--- config.mk ---
export PLATFORM = sky130hd
export DESIGN_NAME = icon_accent_color_picker_core
export DESIGN_NICKNAME = d
export VERILOG_FILES = /design/src/icp_pkg.sv /design/src/icp_select.sv /design/src/icp_tone.sv /design/src/icon_accent_color_picker_core.sv
export VERILOG_INCLUDE_DIRS = /design/src /design/src/src
export SDC_FILE = /design/constraint.sdc
export NUM_CORES = 1
export LEC_CHECK = 0
export BUFFER_PORTS_ARGS = -buffer_cell sky130_fd_sc_hd__buf_2
export CAP_MARGIN = 30
export CORE_MARGIN = 2
export CORE_UTILIZATION = 40
export CTS_CLUSTER_DIAMETER = 60
export DETAILED_ROUTE_END_ITERATION = 16
export PLACE_DENSITY = 0.52
export SETUP_SLACK_MARGIN = 0.5
export SYNTH_ARGS = -nofsm -noshare
export SYNTH_HDL_FRONTEND = slang
export SYNTH_SLANG_ARGS = --single-unit
--- constraint.sdc ---
create_clock -name clk -period 32.8 [get_ports clk]
set_input_delay 3.28 -clock clk [delete_from_list [all_inputs] [get_ports clk]]
set_output_delay 3.28 -clock clk [all_outputs]
set_load 0.03 [all_outputs]
--- src/assert_macros.svh ---
// Assertion macros shared by the accent color picker RTL.
`ifndef ASSERT_MACROS_SVH
`define ASSERT_MACROS_SVH

// Same-cycle implication, disabled while reset is high.
`define ASSERT_IMPL(label, clk, rst, ante, cons) \
  label: assert property (@(posedge clk) disable iff (rst) (ante) |-> (cons)) \
    else $error("same-cycle check failed");

// Next-cycle implication, disabled while reset is high.
`define ASSERT_NEXT(label, clk, rst, ante, cons) \
  label: assert property (@(posedge clk) disable iff (rst) (ante) |=> (cons)) \
    else $error("next-cycle check failed");

`endif

--- src/icp_pkg.sv ---
// Shared types, constants and helper functions of the accent color picker.
`timescale 1ns / 1ps
package icp_pkg;

  // Configuration port.
  localparam int CFG_INDEX_W = 4;
  localparam int CFG_DATA_W  = 16;

  localparam logic [CFG_INDEX_W-1:0] REG_SAMPLE_STRIDE = 4'd0;
  localparam logic [CFG_INDEX_W-1:0] REG_DEFAULT_RED   = 4'd1;
  localparam logic [CFG_INDEX_W-1:0] REG_DEFAULT_GREEN = 4'd2;
  localparam logic [CFG_INDEX_W-1:0] REG_DEFAULT_BLUE  = 4'd3;

  localparam logic [15:0] STRIDE_RESET = 16'd1;

  // Brightness classes of the chosen candidate.
  localparam logic [9:0]  BRIGHT_SUM = 10'd638;
  localparam logic [9:0]  DARK_SUM   = 10'd76;
  localparam logic [10:0] DARK_BASE  = 11'd1785;

  // 2^23 / 255 rounded up; exact quotient for any 16-bit dividend.
  localparam logic [15:0] RECIP_255 = 16'd32897;

  // Color of the chosen candidate handed to the output stage.
  typedef struct packed {
    logic [7:0] red;
    logic [7:0] green;
    logic [7:0] blue;
  } cand_t;

  // Default color from the configuration registers.
  typedef struct packed {
    logic [7:0] red;
    logic [7:0] green;
    logic [7:0] blue;
  } color_t;

  // floor(p / 510) as floor(floor(p / 2) / 255), the latter by reciprocal.
  function automatic logic [7:0] div510(input logic [16:0] p);
    logic [31:0] prod;
    prod = 32'(p[16:1]) * 32'(RECIP_255);
    return prod[30:23];
  endfunction

endpackage

--- src/icp_select.sv ---
// Input register and best-saturation candidate tracker.
`timescale 1ns / 1ps
`include "assert_macros.svh"
module icp_select
  import icp_pkg::*;
(
  input  logic        clk,
  input  logic        rst,
  input  logic        pix_valid,
  output logic        pix_ready,
  input  logic [7:0]  pix_red,
  input  logic [7:0]  pix_green,
  input  logic [7:0]  pix_blue,
  input  logic        pix_last,
  input  logic [15:0] sample_stride,
  output logic        cand_valid,
  input  logic        cand_ready,
  output cand_t       cand
);

  // Input register.
  logic       in_valid;
  logic [7:0] in_red;
  logic [7:0] in_green;
  logic [7:0] in_blue;
  logic       in_last;

  // Tracking state for the current icon.
  logic [15:0] stride_count;
  logic [7:0]  best_red;
  logic [7:0]  best_green;
  logic [7:0]  best_blue;
  logic [7:0]  best_delta;
  logic [7:0]  best_max;
  logic        first_pending;

  logic        pop;
  logic        candidate;
  logic [7:0]  mx_rg;
  logic [7:0]  mn_rg;
  logic [7:0]  mx;
  logic [7:0]  mn;
  logic [7:0]  delta;
  logic        take;
  logic [15:0] stride_count_next;
  cand_t       best_next;
  logic [7:0]  best_delta_next;
  logic [7:0]  best_max_next;
  logic        first_pending_next;

  // A pixel leaves the input register unless it ends an icon and the result slot is full.
  assign pop       = in_valid && (!in_last || !cand_valid || cand_ready);
  assign pix_ready = !in_valid || pop;

  // Candidate selection and saturation compare.
  always_comb begin
    candidate = first_pending || (stride_count == 16'd0);
    mx_rg = (in_red > in_green) ? in_red : in_green;
    mn_rg = (in_red < in_green) ? in_red : in_green;
    mx    = (mx_rg > in_blue) ? mx_rg : in_blue;
    mn    = (mn_rg < in_blue) ? mn_rg : in_blue;
    delta = mx - mn;
    if (first_pending) begin
      take = 1'b1;
    end else if (best_delta == 8'd0) begin
      take = (delta != 8'd0);
    end else begin
      take = (16'(delta) * 16'(best_max)) > (16'(best_delta) * 16'(mx));
    end
    if (candidate) begin
      stride_count_next = (sample_stride == 16'd0) ? 16'd0 : sample_stride - 16'd1;
    end else begin
      stride_count_next = stride_count - 16'd1;
    end
    if (candidate && take) begin
      best_next       = '{red: in_red, green: in_green, blue: in_blue};
      best_delta_next = delta;
      best_max_next   = mx;
    end else begin
      best_next       = '{red: best_red, green: best_green, blue: best_blue};
      best_delta_next = best_delta;
      best_max_next   = best_max;
    end
    first_pending_next = first_pending && !candidate;
  end

  // Input register load.
  always_ff @(posedge clk) begin
    if (rst) begin
      in_valid <= 1'b0;
    end else if (pix_ready) begin
      in_valid <= pix_valid;
    end
    if (pix_ready && pix_valid) begin
      in_red   <= pix_red;
      in_green <= pix_green;
      in_blue  <= pix_blue;
      in_last  <= pix_last;
    end
  end

  // Tracking state; the last pixel of an icon rearms it.
  always_ff @(posedge clk) begin
    if (rst) begin
      stride_count  <= 16'd0;
      best_red      <= 8'd0;
      best_green    <= 8'd0;
      best_blue     <= 8'd0;
      best_delta    <= 8'd0;
      best_max      <= 8'd0;
      first_pending <= 1'b1;
    end else if (pop) begin
      if (in_last) begin
        stride_count  <= 16'd0;
        best_red      <= 8'd0;
        best_green    <= 8'd0;
        best_blue     <= 8'd0;
        best_delta    <= 8'd0;
        best_max      <= 8'd0;
        first_pending <= 1'b1;
      end else begin
        stride_count  <= stride_count_next;
        best_red      <= best_next.red;
        best_green    <= best_next.green;
        best_blue     <= best_next.blue;
        best_delta    <= best_delta_next;
        best_max      <= best_max_next;
        first_pending <= first_pending_next;
      end
    end
  end

  // Result slot toward the output stage.
  always_ff @(posedge clk) begin
    if (rst) begin
      cand_valid <= 1'b0;
    end else begin
      cand_valid <= (cand_valid && !cand_ready) || (pop && in_last);
    end
    if (pop && in_last) begin
      cand <= best_next;
    end
  end

  `ASSERT_NEXT(a_no_spurious_result, clk, rst,
    (!cand_valid || cand_ready) && !(pop && in_last), !cand_valid)
  `ASSERT_NEXT(a_rearm_after_last, clk, rst,
    pop && in_last, first_pending && (stride_count == 16'd0))
  `ASSERT_IMPL(a_fresh_state_clear, clk, rst,
    first_pending, (best_delta == 8'd0) && (best_max == 8'd0))

endmodule

--- src/icp_tone.sv ---
// Brightness classing, darkening products and output register.
`timescale 1ns / 1ps
`include "assert_macros.svh"
module icp_tone
  import icp_pkg::*;
(
  input  logic        clk,
  input  logic        rst,
  input  logic        cand_valid,
  output logic        cand_ready,
  input  cand_t       cand,
  input  color_t      default_color,
  output logic        res_valid,
  input  logic        res_ready,
  output logic [23:0] res_data,
  output logic [1:0]  res_user
);

  // Product stage.
  logic        c_valid;
  logic [16:0] p_red;
  logic [16:0] p_green;
  logic [16:0] p_blue;
  logic        c_bright;
  logic        c_dark;
  cand_t       c_rgb;

  logic        out_load;
  logic [9:0]  sum;
  logic [10:0] scale_full;
  logic [8:0]  scale;

  assign out_load   = c_valid && (!res_valid || res_ready);
  assign cand_ready = !c_valid || out_load;

  // Channel sum and darkening factor; the factor is only used for bright colors.
  always_comb begin
    sum        = 10'(cand.red) + 10'(cand.green) + 10'(cand.blue);
    scale_full = DARK_BASE - {sum, 1'b0};
    scale      = scale_full[8:0];
  end

  always_ff @(posedge clk) begin
    if (rst) begin
      c_valid <= 1'b0;
    end else if (cand_ready) begin
      c_valid <= cand_valid;
    end
    if (cand_ready && cand_valid) begin
      p_red    <= 17'(cand.red) * 17'(scale);
      p_green  <= 17'(cand.green) * 17'(scale);
      p_blue   <= 17'(cand.blue) * 17'(scale);
      c_bright <= (sum >= BRIGHT_SUM);
      c_dark   <= (sum <= DARK_SUM);
      c_rgb    <= cand;
    end
  end

  // Output register: divided products, default color or the color unchanged.
  always_ff @(posedge clk) begin
    if (rst) begin
      res_valid <= 1'b0;
    end else if (out_load) begin
      res_valid <= 1'b1;
    end else if (res_ready) begin
      res_valid <= 1'b0;
    end
    if (out_load) begin
      if (c_bright) begin
        res_data <= {div510(p_blue), div510(p_green), div510(p_red)};
        res_user <= 2'b10;
      end else if (c_dark) begin
        res_data <= {default_color.blue, default_color.green, default_color.red};
        res_user <= 2'b01;
      end else begin
        res_data <= {c_rgb.blue, c_rgb.green, c_rgb.red};
        res_user <= 2'b00;
      end
    end
  end

  `ASSERT_IMPL(a_flags_exclusive, clk, rst, res_valid, !(res_user[0] && res_user[1]))
  `ASSERT_NEXT(a_stage_holds, clk, rst, c_valid && !out_load, c_valid && $stable(c_rgb))

endmodule

--- src/icon_accent_color_picker_core.sv ---
// Top level of the icon accent color picker: configuration registers and stages.
`timescale 1ns / 1ps
// Throughput: one pixel item per cycle; a last pixel waits in the input register only
// while three result items are already held downstream by a stalled receiver.
// After its last pixel is accepted, the result item passes the input register, the
// candidate slot, the darkening product stage and the output register.
// Reset (rst, synchronous, active high) empties all stages, rearms the tracker for
// a new icon and sets sample_stride to 1 and the default color to black.
module icon_accent_color_picker_core
  import icp_pkg::*;
(
  input  logic                   clk,
  input  logic                   rst,
  input  logic                   s_axis_tvalid,
  output logic                   s_axis_tready,
  input  logic [23:0]            s_axis_tdata,  // red [7:0], green [15:8], blue [23:16]
  input  logic                   s_axis_tlast,  // last_pixel
  output logic                   m_axis_tvalid,
  input  logic                   m_axis_tready,
  // accent_red [7:0], accent_green [15:8], accent_blue [23:16]
  output logic [23:0]            m_axis_tdata,
  output logic [1:0]             m_axis_tuser,  // used_default [0], was_darkened [1]
  input  logic                   cfg_we,
  input  logic [CFG_INDEX_W-1:0] cfg_index,
  input  logic [CFG_DATA_W-1:0]  cfg_data
);

  logic [15:0] sample_stride;
  color_t      default_color;
  logic        cand_valid;
  logic        cand_ready;
  cand_t       cand;

  // Configuration registers; unknown indexes are ignored.
  always_ff @(posedge clk) begin
    if (rst) begin
      sample_stride <= STRIDE_RESET;
      default_color <= '0;
    end else if (cfg_we) begin
      case (cfg_index)
        REG_SAMPLE_STRIDE: sample_stride       <= cfg_data;
        REG_DEFAULT_RED:   default_color.red   <= cfg_data[7:0];
        REG_DEFAULT_GREEN: default_color.green <= cfg_data[7:0];
        REG_DEFAULT_BLUE:  default_color.blue  <= cfg_data[7:0];
        default: ;
      endcase
    end
  end

  icp_select u_select (
    .clk           (clk),
    .rst           (rst),
    .pix_valid     (s_axis_tvalid),
    .pix_ready     (s_axis_tready),
    .pix_red       (s_axis_tdata[7:0]),
    .pix_green     (s_axis_tdata[15:8]),
    .pix_blue      (s_axis_tdata[23:16]),
    .pix_last      (s_axis_tlast),
    .sample_stride (sample_stride),
    .cand_valid    (cand_valid),
    .cand_ready    (cand_ready),
    .cand          (cand)
  );

  icp_tone u_tone (
    .clk           (clk),
    .rst           (rst),
    .cand_valid    (cand_valid),
    .cand_ready    (cand_ready),
    .cand          (cand),
    .default_color (default_color),
    .res_valid     (m_axis_tvalid),
    .res_ready     (m_axis_tready),
    .res_data      (m_axis_tdata),
    .res_user      (m_axis_tuser)
  );

endmodule
==> out/metrics.yaml, run 1 <==
route:
  vias: 18700
  wire_per_inst_um: 17.1
  viasPerCell: 5.17
  drt_wl_total_um: 61700
  drtAntennaViolNets: 0
  drt_iter0_markers: 952
  drt_first_pass_iters: 5
  drc: 0
sta:
  fin_crit_sh_pct: 39.8
  hold_viol: 0
  setup_viol: 0
  rsz0062_at_grt: "false"
  fmax_mhz: 76.5
  tightest_slew_ns: 0.990
  maxSlewHeadroom_pct: 33.6
  slew_violations: 0
  finalCriticalPeriod_ns: 13.07
  fin_skew_ns: 0.0484
  tns_ns: 0
final_layout:
  seq_area_mm2: 0.00650
  nNetsFinal: 3427
  diodes: 0
  fin_util_pct: 44.6
  mostFrequentLayoutCell: "ha_1"
  final_cell_mix: "ha_1 (434), inv_1 (381), nand2_1 (270)"
  synthToLayoutAreaGrowth_pct: 10.0
  multi_input_area_mm2: 0.0174
  fill_cells: 6124
  drive_gt1_share_pct: 6.80
logic_synthesis:
  postSynthCellCount: 2662
  yosysWarningCount: 0
  yosysUniqueCellTypes: 77
  synth_fp_nets: 3354
  syn-cell-area_mm2: 0.0256
  dominantRegCellSynth: "edfxtp_1"
  synthArstFlopShare_pct: 0
  ys_ff_latch: 250
  syn_avg_cell_area_um2: 9.62
  synth_edf_count: 149
  ys_seq_area_share_pct: 25.4
status:
  status: "completed"
critical_path:
  r2r_end: "u_select.best_delta[1]"
  critPathSlowestCell: "o311ai_0"
  required_ns: 33.17
  cp_max_fo: 29
  cp_top_family: "compound AO/OA/AOI/OAI gates"
  cp.depth: 49
  cp.buffers_inverters: 6
  reg2reg_from: "u_select.in_green[3]"
  worstPathArrival_ns: 13.44
  cpPeakStageDelay_ns: 0.76
  r2r_setup_slack_ns: 19.73
  cp-start-kind: "flip-flop"
  r2r_cells: 49
  critPathKind: "reg2reg"
  end_kind: "flip-flop"
clock_tree:
  htreeDepth: 2
  clockRootBuffer: "clkbuf_16"
  cts_setup_buffers: 0
  clk_pin_slew_ns: 0.05
  clk-insertion-delay-late_ns: 0.58
  clockBufferDepth: 3
  postCtsHoldBufs: 0
  cts_sinks: 250
  cts_tree: "done"
  post_cts_resized: 0
  numCtsBuffers: 37
floorplanning:
  die_h_um: 257
  die_x_um: 257
  rows: 92
  initial_core_util_pct: 40.5
  dieArea_mm2: 0.0661
  io_pins: 78
  core-area_mm2: 0.0632
global_route:
  gr-usage-all-layers_pct: 19.1
  overflow: 0
  grt_max_degree: 75
  grt_pass1_vias: 19600
  antenna_found_initial: 1
  grt_pass1_wl_um: 102000
placement:
  hpwl_um: 48200
  globalplace.congestion: 0.866
  io_buffers: 77
min_path:
  whs_endpoint: "u_select.best_green[1]"
  min-delay-start: "u_select.best_green[1]"
  hp-class: "reg2reg"
  min_path_cells: 2
run:
  cap_violations: 0
## worst max-delay path by stage
stage / endpoint / from / slack (ns)
after floorplan: u_select.best_delta[3] / u_select.in_green[1] / 21.09
after global placement: u_select.best_green[5] / u_select.in_green[1] / 19.68
after detailed placement: u_select.best_green[6] / u_select.in_green[1] / 19.36
after CTS: u_select.best_delta[1] / u_select.in_green[1] / 19.29
after global routing: u_select.best_blue[1] / u_select.in_green[3] / 18.49
final: u_select.best_delta[1] / u_select.in_green[3] / 19.73
## worst reg2reg max path: cells and delay by family (launching register included)
| kind | cells | cell delay [ns] |
|---|---|---|
| AND/OR/NAND/NOR | 14 | 2.69 |
| buffers and inverters | 6 | 0.69 |
| AO/OA/AOI/OAI | 16 | 4.69 |
| XOR/XNOR | 2 | 0.26 |
| flip-flops | 1 | 0.42 |
| multiplexers | 1 | 0.15 |
| adder cells (fa/ha/maj) | 10 | 3.98 |
## registers in the layout (all words and copies together) (netlist names), 8 cells and up
name,cells
u_select.stride_count,16
u_select.cand,24
u_select.best_red,8
u_tone.res_data,24
u_select.best_blue,8
u_tone.p_green,16
u_select.in_blue,8
sample_stride,16
u_select.in_green,8
u_select.best_max,8
u_tone.p_red,16
u_tone.c_rgb,24
u_tone.p_blue,16
u_select.best_green,8
default_color,24
u_select.best_delta,8
u_select.in_red,8
## synthesized netlist by cell type, types with 7 or more instances
cell | count | area (um2)
buf_1 | 8 | 30.0
mux2i_1 | 71 | 711
nand2_1 | 270 | 1010
o211ai_1 | 10 | 75.1
o21a_1 | 11 | 82.6
and2_1 | 141 | 882
a21o_1 | 38 | 285
fa_1 | 208 | 4160
a21boi_0 | 11 | 82.6
nand2b_1 | 22 | 138
nand3_1 | 16 | 80.1
or3_1 | 8 | 50.1
o21bai_1 | 15 | 113
clkbuf_1 | 54 | 203
dfxtp_1 | 101 | 2020
a21oi_1 | 108 | 541
nor4_1 | 17 | 106
edfxtp_1 | 149 | 4470
nor2b_1 | 26 | 163
a211oi_1 | 18 | 135
o22ai_1 | 37 | 231
o21ai_0 | 96 | 480
ha_1 | 434 | 5430
xnor2_1 | 71 | 622
nand4_1 | 15 | 93.8
nor3_1 | 27 | 135
inv_1 | 381 | 1430
o21ai_1 | 7 | 35.0
nor2_1 | 150 | 563
a22oi_1 | 11 | 82.6
xor2_1 | 36 | 315
## stage by stage
step | setup slack, ns | cell area, um2 | std cells | hold WS (ns)
after floorplan | 21.09 | 25600 | 2662 | 0.449
after detailed placement | 19.36 | 27000 | 3540 | 0.472
final | 19.73 | 28200 | 3610 | 0.478
after global placement | 19.68 | 27000 | 3538 | 0.464
after global routing | 18.49 | 28200 | 3610 | 0.494
after CTS | 19.29 | 28100 | 3608 | 0.480
## layout make-up
type	count	area share [%]
repair buffers	107	2.29
inverters	381	5.08
well taps	846	3.76
clock inverters	25	0.764
clock buffers	43	3.37
multi-input cells	1958	61.7
flip-flops and latches	250	23.1
## per-layer routing
| layer | part of all wire [%] | global-route usage (%) | vias up |
|---|---|---|---|
| li1 | - | - | 9129 |
| met1 | 48 | 26.6 | 9132 |
| met2 | 46 | 31.3 | 344 |
| met3 | 4.1 | 2.52 | 75 |
| met4 | 2.0 | 4.57 | 0 |
| met5 | 0 | 0 | - |
## cell families after synthesis
group | after synthesis | share of synthesized area [%]
xor+xnor | 108 | 3.72
compound gates | 418 | 10.3
mux | 72 | 2.82
buf+inv | 454 | 6.89
simple gates | 718 | 13.4
fa+ha+maj | 642 | 37.5
flops | 250 | 25.4
Power of run 1 is not shown: default switching activity piles up to over one toggle a cycle in this logic, so the estimate is an artifact.
==> inputs of run 2 (changes only) <==
==> constraint.sdc (replaced) <==
create_clock -name clk -period 12.6 [get_ports clk]
set_input_delay 1.26 -clock clk [delete_from_list [all_inputs] [get_ports clk]]
set_output_delay 1.26 -clock clk [all_outputs]
set_load 0.03 [all_outputs]
==> run 2 against run 1 <==
- utilization grew 0.97 points
- non-clock buffer count rose by 31
- critical endpoint is now u_select.cand[16]
- fmax rose by 13%
==> out/metrics.yaml, run 2 (same netlist as run 1, synthesis figures left out) <==
clock_tree:
  clk_pin_slew_ns: 0.06
  htreeDepth: 2
  cts_tree: "done"
  clockBufferDepth: 3
  clockRootBuffer: "clkbuf_16"
  cts_sinks: 250
  clk-insertion-delay-late_ns: 0.58
  numCtsBuffers: 38
  postCtsHoldBufs: 0
critical_path:
  cp.buffers_inverters: 8
  cpPeakStageDelay_ns: 0.54
  end_kind: "flip-flop"
  cp_top_family: "compound AO/OA/AOI/OAI gates"
  critPathSlowestCell: "fa_1"
  cp.depth: 54
  crit_top_cell: "a21oi_2"
  cp-start-kind: "flip-flop"
  required_ns: 13.00
  endpoint: "u_select.cand[16]"
  reg2reg_from: "u_select.in_red[1]"
  r2r_end: "u_select.cand[16]"
  startpoint: "u_select.in_red[1]"
  worstPathArrival_ns: 12.00
  critPathKind: "reg2reg"
  r2r_cells: 54
  r2r_setup_slack_ns: 0.99
  cp_max_fo: 6
placement:
  dp.cells: 3555
  io_buffers: 77
  globalplace.congestion: 0.873
  hpwl_um: 49600
route:
  wire_per_inst_um: 17.7
  viasPerCell: 5.18
  drc: 0
  drt_iter0_markers: 1092
  drt_wl_total_um: 64600
  drt_first_pass_iters: 5
  drtAntennaViolNets: 0
  vias: 18900
global_route:
  grt_pass1_vias: 19800
  grt_max_degree: 75
  antenna_found_initial: 0
  grtUsageMet2_pct: 32.8
  use_met1_pct: 27.2
  overflow: 0
  busiest_layer: "met2"
  gr-usage-all-layers_pct: 19.8
  grt_pass1_wl_um: 105000
  use_met3_pct: 2.51
min_path:
  min_path_cells: 2
  hp-class: "reg2reg"
final_layout:
  final_cell_mix: "ha_1 (429), inv_1 (380), nand2_1 (270)"
  diodes: 0
  mostFrequentLayoutCell: "ha_1"
  fill_cells: 6043
  nNetsFinal: 3460
  drive_gt1_share_pct: 9.26
  seq_area_mm2: 0.00650
  multi_input_area_mm2: 0.0176
  synthToLayoutAreaGrowth_pct: 12.4
  final_cells: 3644
sta:
  finalCriticalPeriod_ns: 11.61
  slew_violations: 0
  setup_viol: 0
  rsz0062_at_grt: "false"
  hold_viol: 0
  maxSlewHeadroom_pct: 36.9
  fin_skew_ns: 0.0270
  fin_crit_sh_pct: 92.1
  whs_ns: 0.479
  tightest_slew_ns: 0.922
  fmax_mhz: 86.2
  tns_ns: 0
floorplanning:
  core-area_mm2: 0.0632
  die_x_um: 257
  dieArea_mm2: 0.0661
  die_h_um: 257
  rows: 92
  io_pins: 78
  initial_core_util_pct: 40.5
run:
  cap_violations: 0
status:
  status: "completed"
[run 2: how the worst min path moves through the flow]
stage	start	end
4_1_cts	u_select.best_red[0]	u_select.best_red[0]
5_1_grt	u_select.best_red[6]	u_select.best_red[6]
3_5_place_dp	u_select.stride_count[1]	u_select.stride_count[1]
6_report	u_select.best_red[7]	u_select.best_red[7]
2_1_floorplan	u_select.stride_count[1]	u_select.stride_count[1]
3_3_place_gp	u_select.best_green[0]	u_select.best_green[0]
[run 2: area by class of cell]
cell class,count,area share [%]
timing repair buffer,138,3.21
clock buffer,50,3.63
tap,846,3.68
multi-input combinational,1959,61.2
inverter,381,4.97
sequential,250,22.6
clock inverter,20,0.765
[run 2: what timing repair did]
action,4_1_cts,5_1_grt
setup endpoints to repair,64,64
pin swaps,2,16
cloned,0,5
setup buffers,2,11
resized for setup,8,46
[run 2: metal layers]
layer	wire length [um]	up-vias
met2	29900	341
met5	0	-
met4	1840	0
met1	30400	9205
met3	2450	98
li1	-	9222
[run 2: worst reg2reg max path, delay by kind of cell (launching register included)]
family,cells,cell delay [ns]
compound gates,18,3.29
xor+xnor,2,0.40
fa+ha+maj,9,3.19
buf+inv,8,1.00
flops,1,0.42
mux,2,0.47
simple gates,15,2.64
[run 2: stage by stage]
stage | setup WS [ns] | utilization, % | instance area, um2
after floorplan | 0.891 | - | 25600
after global placement | -0.00430 | 42.8 | 27100
after detailed placement | -0.252 | 42.9 | 27100
after CTS | 0.503 | 45.0 | 28400
after global routing | 0.449 | 45.6 | 28800
final | 0.994 | 45.6 | 28800
Power of run 2 is left out for the same reason.
==> inputs of run 3 (changes only) <==
--- a/config.mk
+++ b/config.mk
@@ -12,8 +12,9 @@
 export CORE_UTILIZATION = 40
 export CTS_CLUSTER_DIAMETER = 60
 export DETAILED_ROUTE_END_ITERATION = 16
-export PLACE_DENSITY = 0.52
+export PLACE_DENSITY = 0.6
 export SETUP_SLACK_MARGIN = 0.5
 export SYNTH_ARGS = -nofsm -noshare
 export SYNTH_HDL_FRONTEND = slang
+export SYNTH_HIERARCHICAL = 1
 export SYNTH_SLANG_ARGS = --single-unit
==> run 3 against run 2 <==
- cell count shrank 1.4%
- register-to-register slack gained 0.09 ns
- highest routed layer unchanged
- clock skew grew 0.0055 ns
- first-iteration DRC count shrank 3.1%
- largest cell class unchanged
- critical path depth shrank 5
- non-clock buffer count shrank 36
- via count grew 1.1%
==> out/metrics.yaml, run 3 <==
clock_tree:
  clockBufferDepth: 3
  numCtsBuffers: 35
  postCtsHoldBufs: 0
  htreeDepth: 2
  clk-insertion-delay-late_ns: 0.55
  clk_pin_slew_ns: 0.05
  cts_tree: "done"
  cts_sinks: 250
  clockRootBuffer: "clkbuf_16"
route:
  drc: 0
  drt_first_pass_iters: 5
  drtAntennaViolNets: 0
  drt_iter0_markers: 1058
  drt_wl_total_um: 62000
  vias: 19100
  wire_per_inst_um: 17.3
  viasPerCell: 5.31
logic_synthesis:
  yosysUniqueCellTypes: 97
  yosysTopAreaCell: "ha_1"
  synth_fp_nets: 3322
  syn_avg_cell_area_um2: 10.0
  syn-cell-area_mm2: 0.0263
  ys_seq_area_share_pct: 24.7
  synth_edf_count: 149
  dominantRegCellSynth: "edfxtp_1"
  yosysWarningCount: 6
  yosysMostFrequentCell: "ha_1"
  synth.area.top_cells: "ha_1 (21%), edfxtp_1 (17%), fa_1 (16%)"
  synthTopCellsByCount: "ha_1 (435), inv_1 (320), fa_1 (208)"
  synth_top_area_share_pct: 20.7
  synthArstFlopShare_pct: 0
  ys_ff_latch: 250
  postSynthCellCount: 2629
critical_path:
  critPathSlowestCell: "fa_1"
  end_kind: "flip-flop"
  critPathKind: "reg2reg"
  cpPeakStageDelay_ns: 0.53
  worstPathArrival_ns: 11.79
  cp_max_fo: 41
  required_ns: 12.87
  cp-start-kind: "flip-flop"
  crit_top_cell: "ha_1"
global_route:
  grt_pass1_wl_um: 102000
  grtUsageMet2_pct: 30.6
  grt_pass1_vias: 19800
  overflow: 0
  gr-usage-all-layers_pct: 18.7
  antenna_found_initial: 0
  use_met1_pct: 25.8
  grt_max_degree: 81
  use_met3_pct: 2.69
  busiest_layer: "met2"
final_layout:
  final_cell_mix: "ha_1 (435), inv_1 (320), fa_1 (208)"
  fill_cells: 6207
  synthToLayoutAreaGrowth_pct: 10.1
  mostFrequentLayoutCell: "ha_1"
  drive_gt1_share_pct: 9.27
  top_regs: "default_color: 24 flops, u_select/cand: 24 flops, u_tone/res_data: 24 flops"
  final_area_mm2: 0.0290
  diodes: 0
  nNetsFinal: 3395
sta:
  fmax_mhz: 86.8
  finalCriticalPeriod_ns: 11.52
  maxSlewHeadroom_pct: 22.6
  rsz0062_at_grt: "false"
  whs_ns: 0.474
  tns_ns: 0
  hold_viol: 0
  setup_slack_ns: 1.08
  slew_violations: 0
  fin_crit_sh_pct: 91.4
  fin_skew_ns: 0.0325
  tightest_slew_ns: 1.13
  setup_viol: 0
floorplanning:
  die_x_um: 261
  rows: 94
  dieArea_mm2: 0.0679
  io_pins: 78
  initial_core_util_pct: 40.2
  die_h_um: 261
  core-area_mm2: 0.0655
run:
  cap_violations: 0
placement:
  hpwl_um: 48200
  globalplace.congestion: 0.883
  place_ws_ns: 0.510
  io_buffers: 77
  placed_area_mm2: 0.0277
status:
  status: "completed"
min_path:
  hp-class: "reg2reg"
[run 3: cell types whose count changed in the layout (fill, tap and decap cells not counted), moves of 17 or more]
| cell | change |
|---|---|
| nand2_1 | -101 |
| and2_1 | +63 |
| inv_1 | -60 |
| nand2b_1 | +46 |
| nor2_1 | -43 |
| a22o_1 | +38 |
| buf_4 | -32 |
| o22ai_1 | -31 |
| and2_4 | +19 |
| nor3_1 | +19 |
| mux2_2 | +18 |
| a21oi_1 | -17 |
| mux2i_1 | -17 |
[run 3: layer usage]
metal,vias up,share of wire (%),routed length (um)
li1,9198,-,-
met1,9371,47,29000
met3,86,4.4,2740
met5,-,0,0
met4,0,2.4,1490
met2,411,46,28800
[run 3: cell families after synthesis]
group	count (synthesis)	share of synthesized area, %
simple gates	766	15.9
fa+ha+maj	643	36.5
compound gates	413	10.9
buf+inv	386	5.85
flops	250	24.7
xor+xnor	98	3.40
mux	73	2.88
[run 3: final timing paths]
path                   startpoint              endpoint  slack [ns]  cells past startpoint
max            u_select/in_red[5]     u_select/cand[20]        1.08                     49
min          u_select/best_red[7]  u_select/best_red[7]        0.47                      1
min reg2reg  u_select/best_red[7]  u_select/best_red[7]        0.47                      1
max reg2reg    u_select/in_red[5]     u_select/cand[20]        1.08                     49
[run 3: critical path: cells and delay by family, from the launching register on]
kind,cells,cell delay (ns)
compound gates,14,2.87
xor+xnor,3,0.54
fa+ha+maj,8,3.05
buf+inv,5,0.70
flops,1,0.47
mux,2,0.67
simple gates,17,2.93
[run 3: cell type report]
| class | count | area [um2] | share of cell area (%) |
|---|---|---|---|
| multi-input cells | 1993 | 18400 | 63.5 |
| flip-flops and latches | 250 | 6500 | 22.4 |
| inverters | 320 | 1200 | 4.14 |
| well taps | 864 | 1080 | 3.73 |
| clock buffers | 38 | 907 | 3.13 |
| repair buffers | 102 | 618 | 2.13 |
| clock inverters | 25 | 282 | 0.970 |
[run 3: timing repair]
action	4_1_cts	5_1_grt
buffers inserted	0	2
pin swaps	0	1
resized for setup	3	16
setup endpoints to repair	40	64
[run 3: metrics by stage]
stage,std cells,utilization (%)
after floorplan,2629,-
after global placement,3524,42.2
after detailed placement,3525,42.2
after CTS,3588,44.1
after global routing,3592,44.3
final,3592,44.3
Power of run 3 is left out for the same reason.
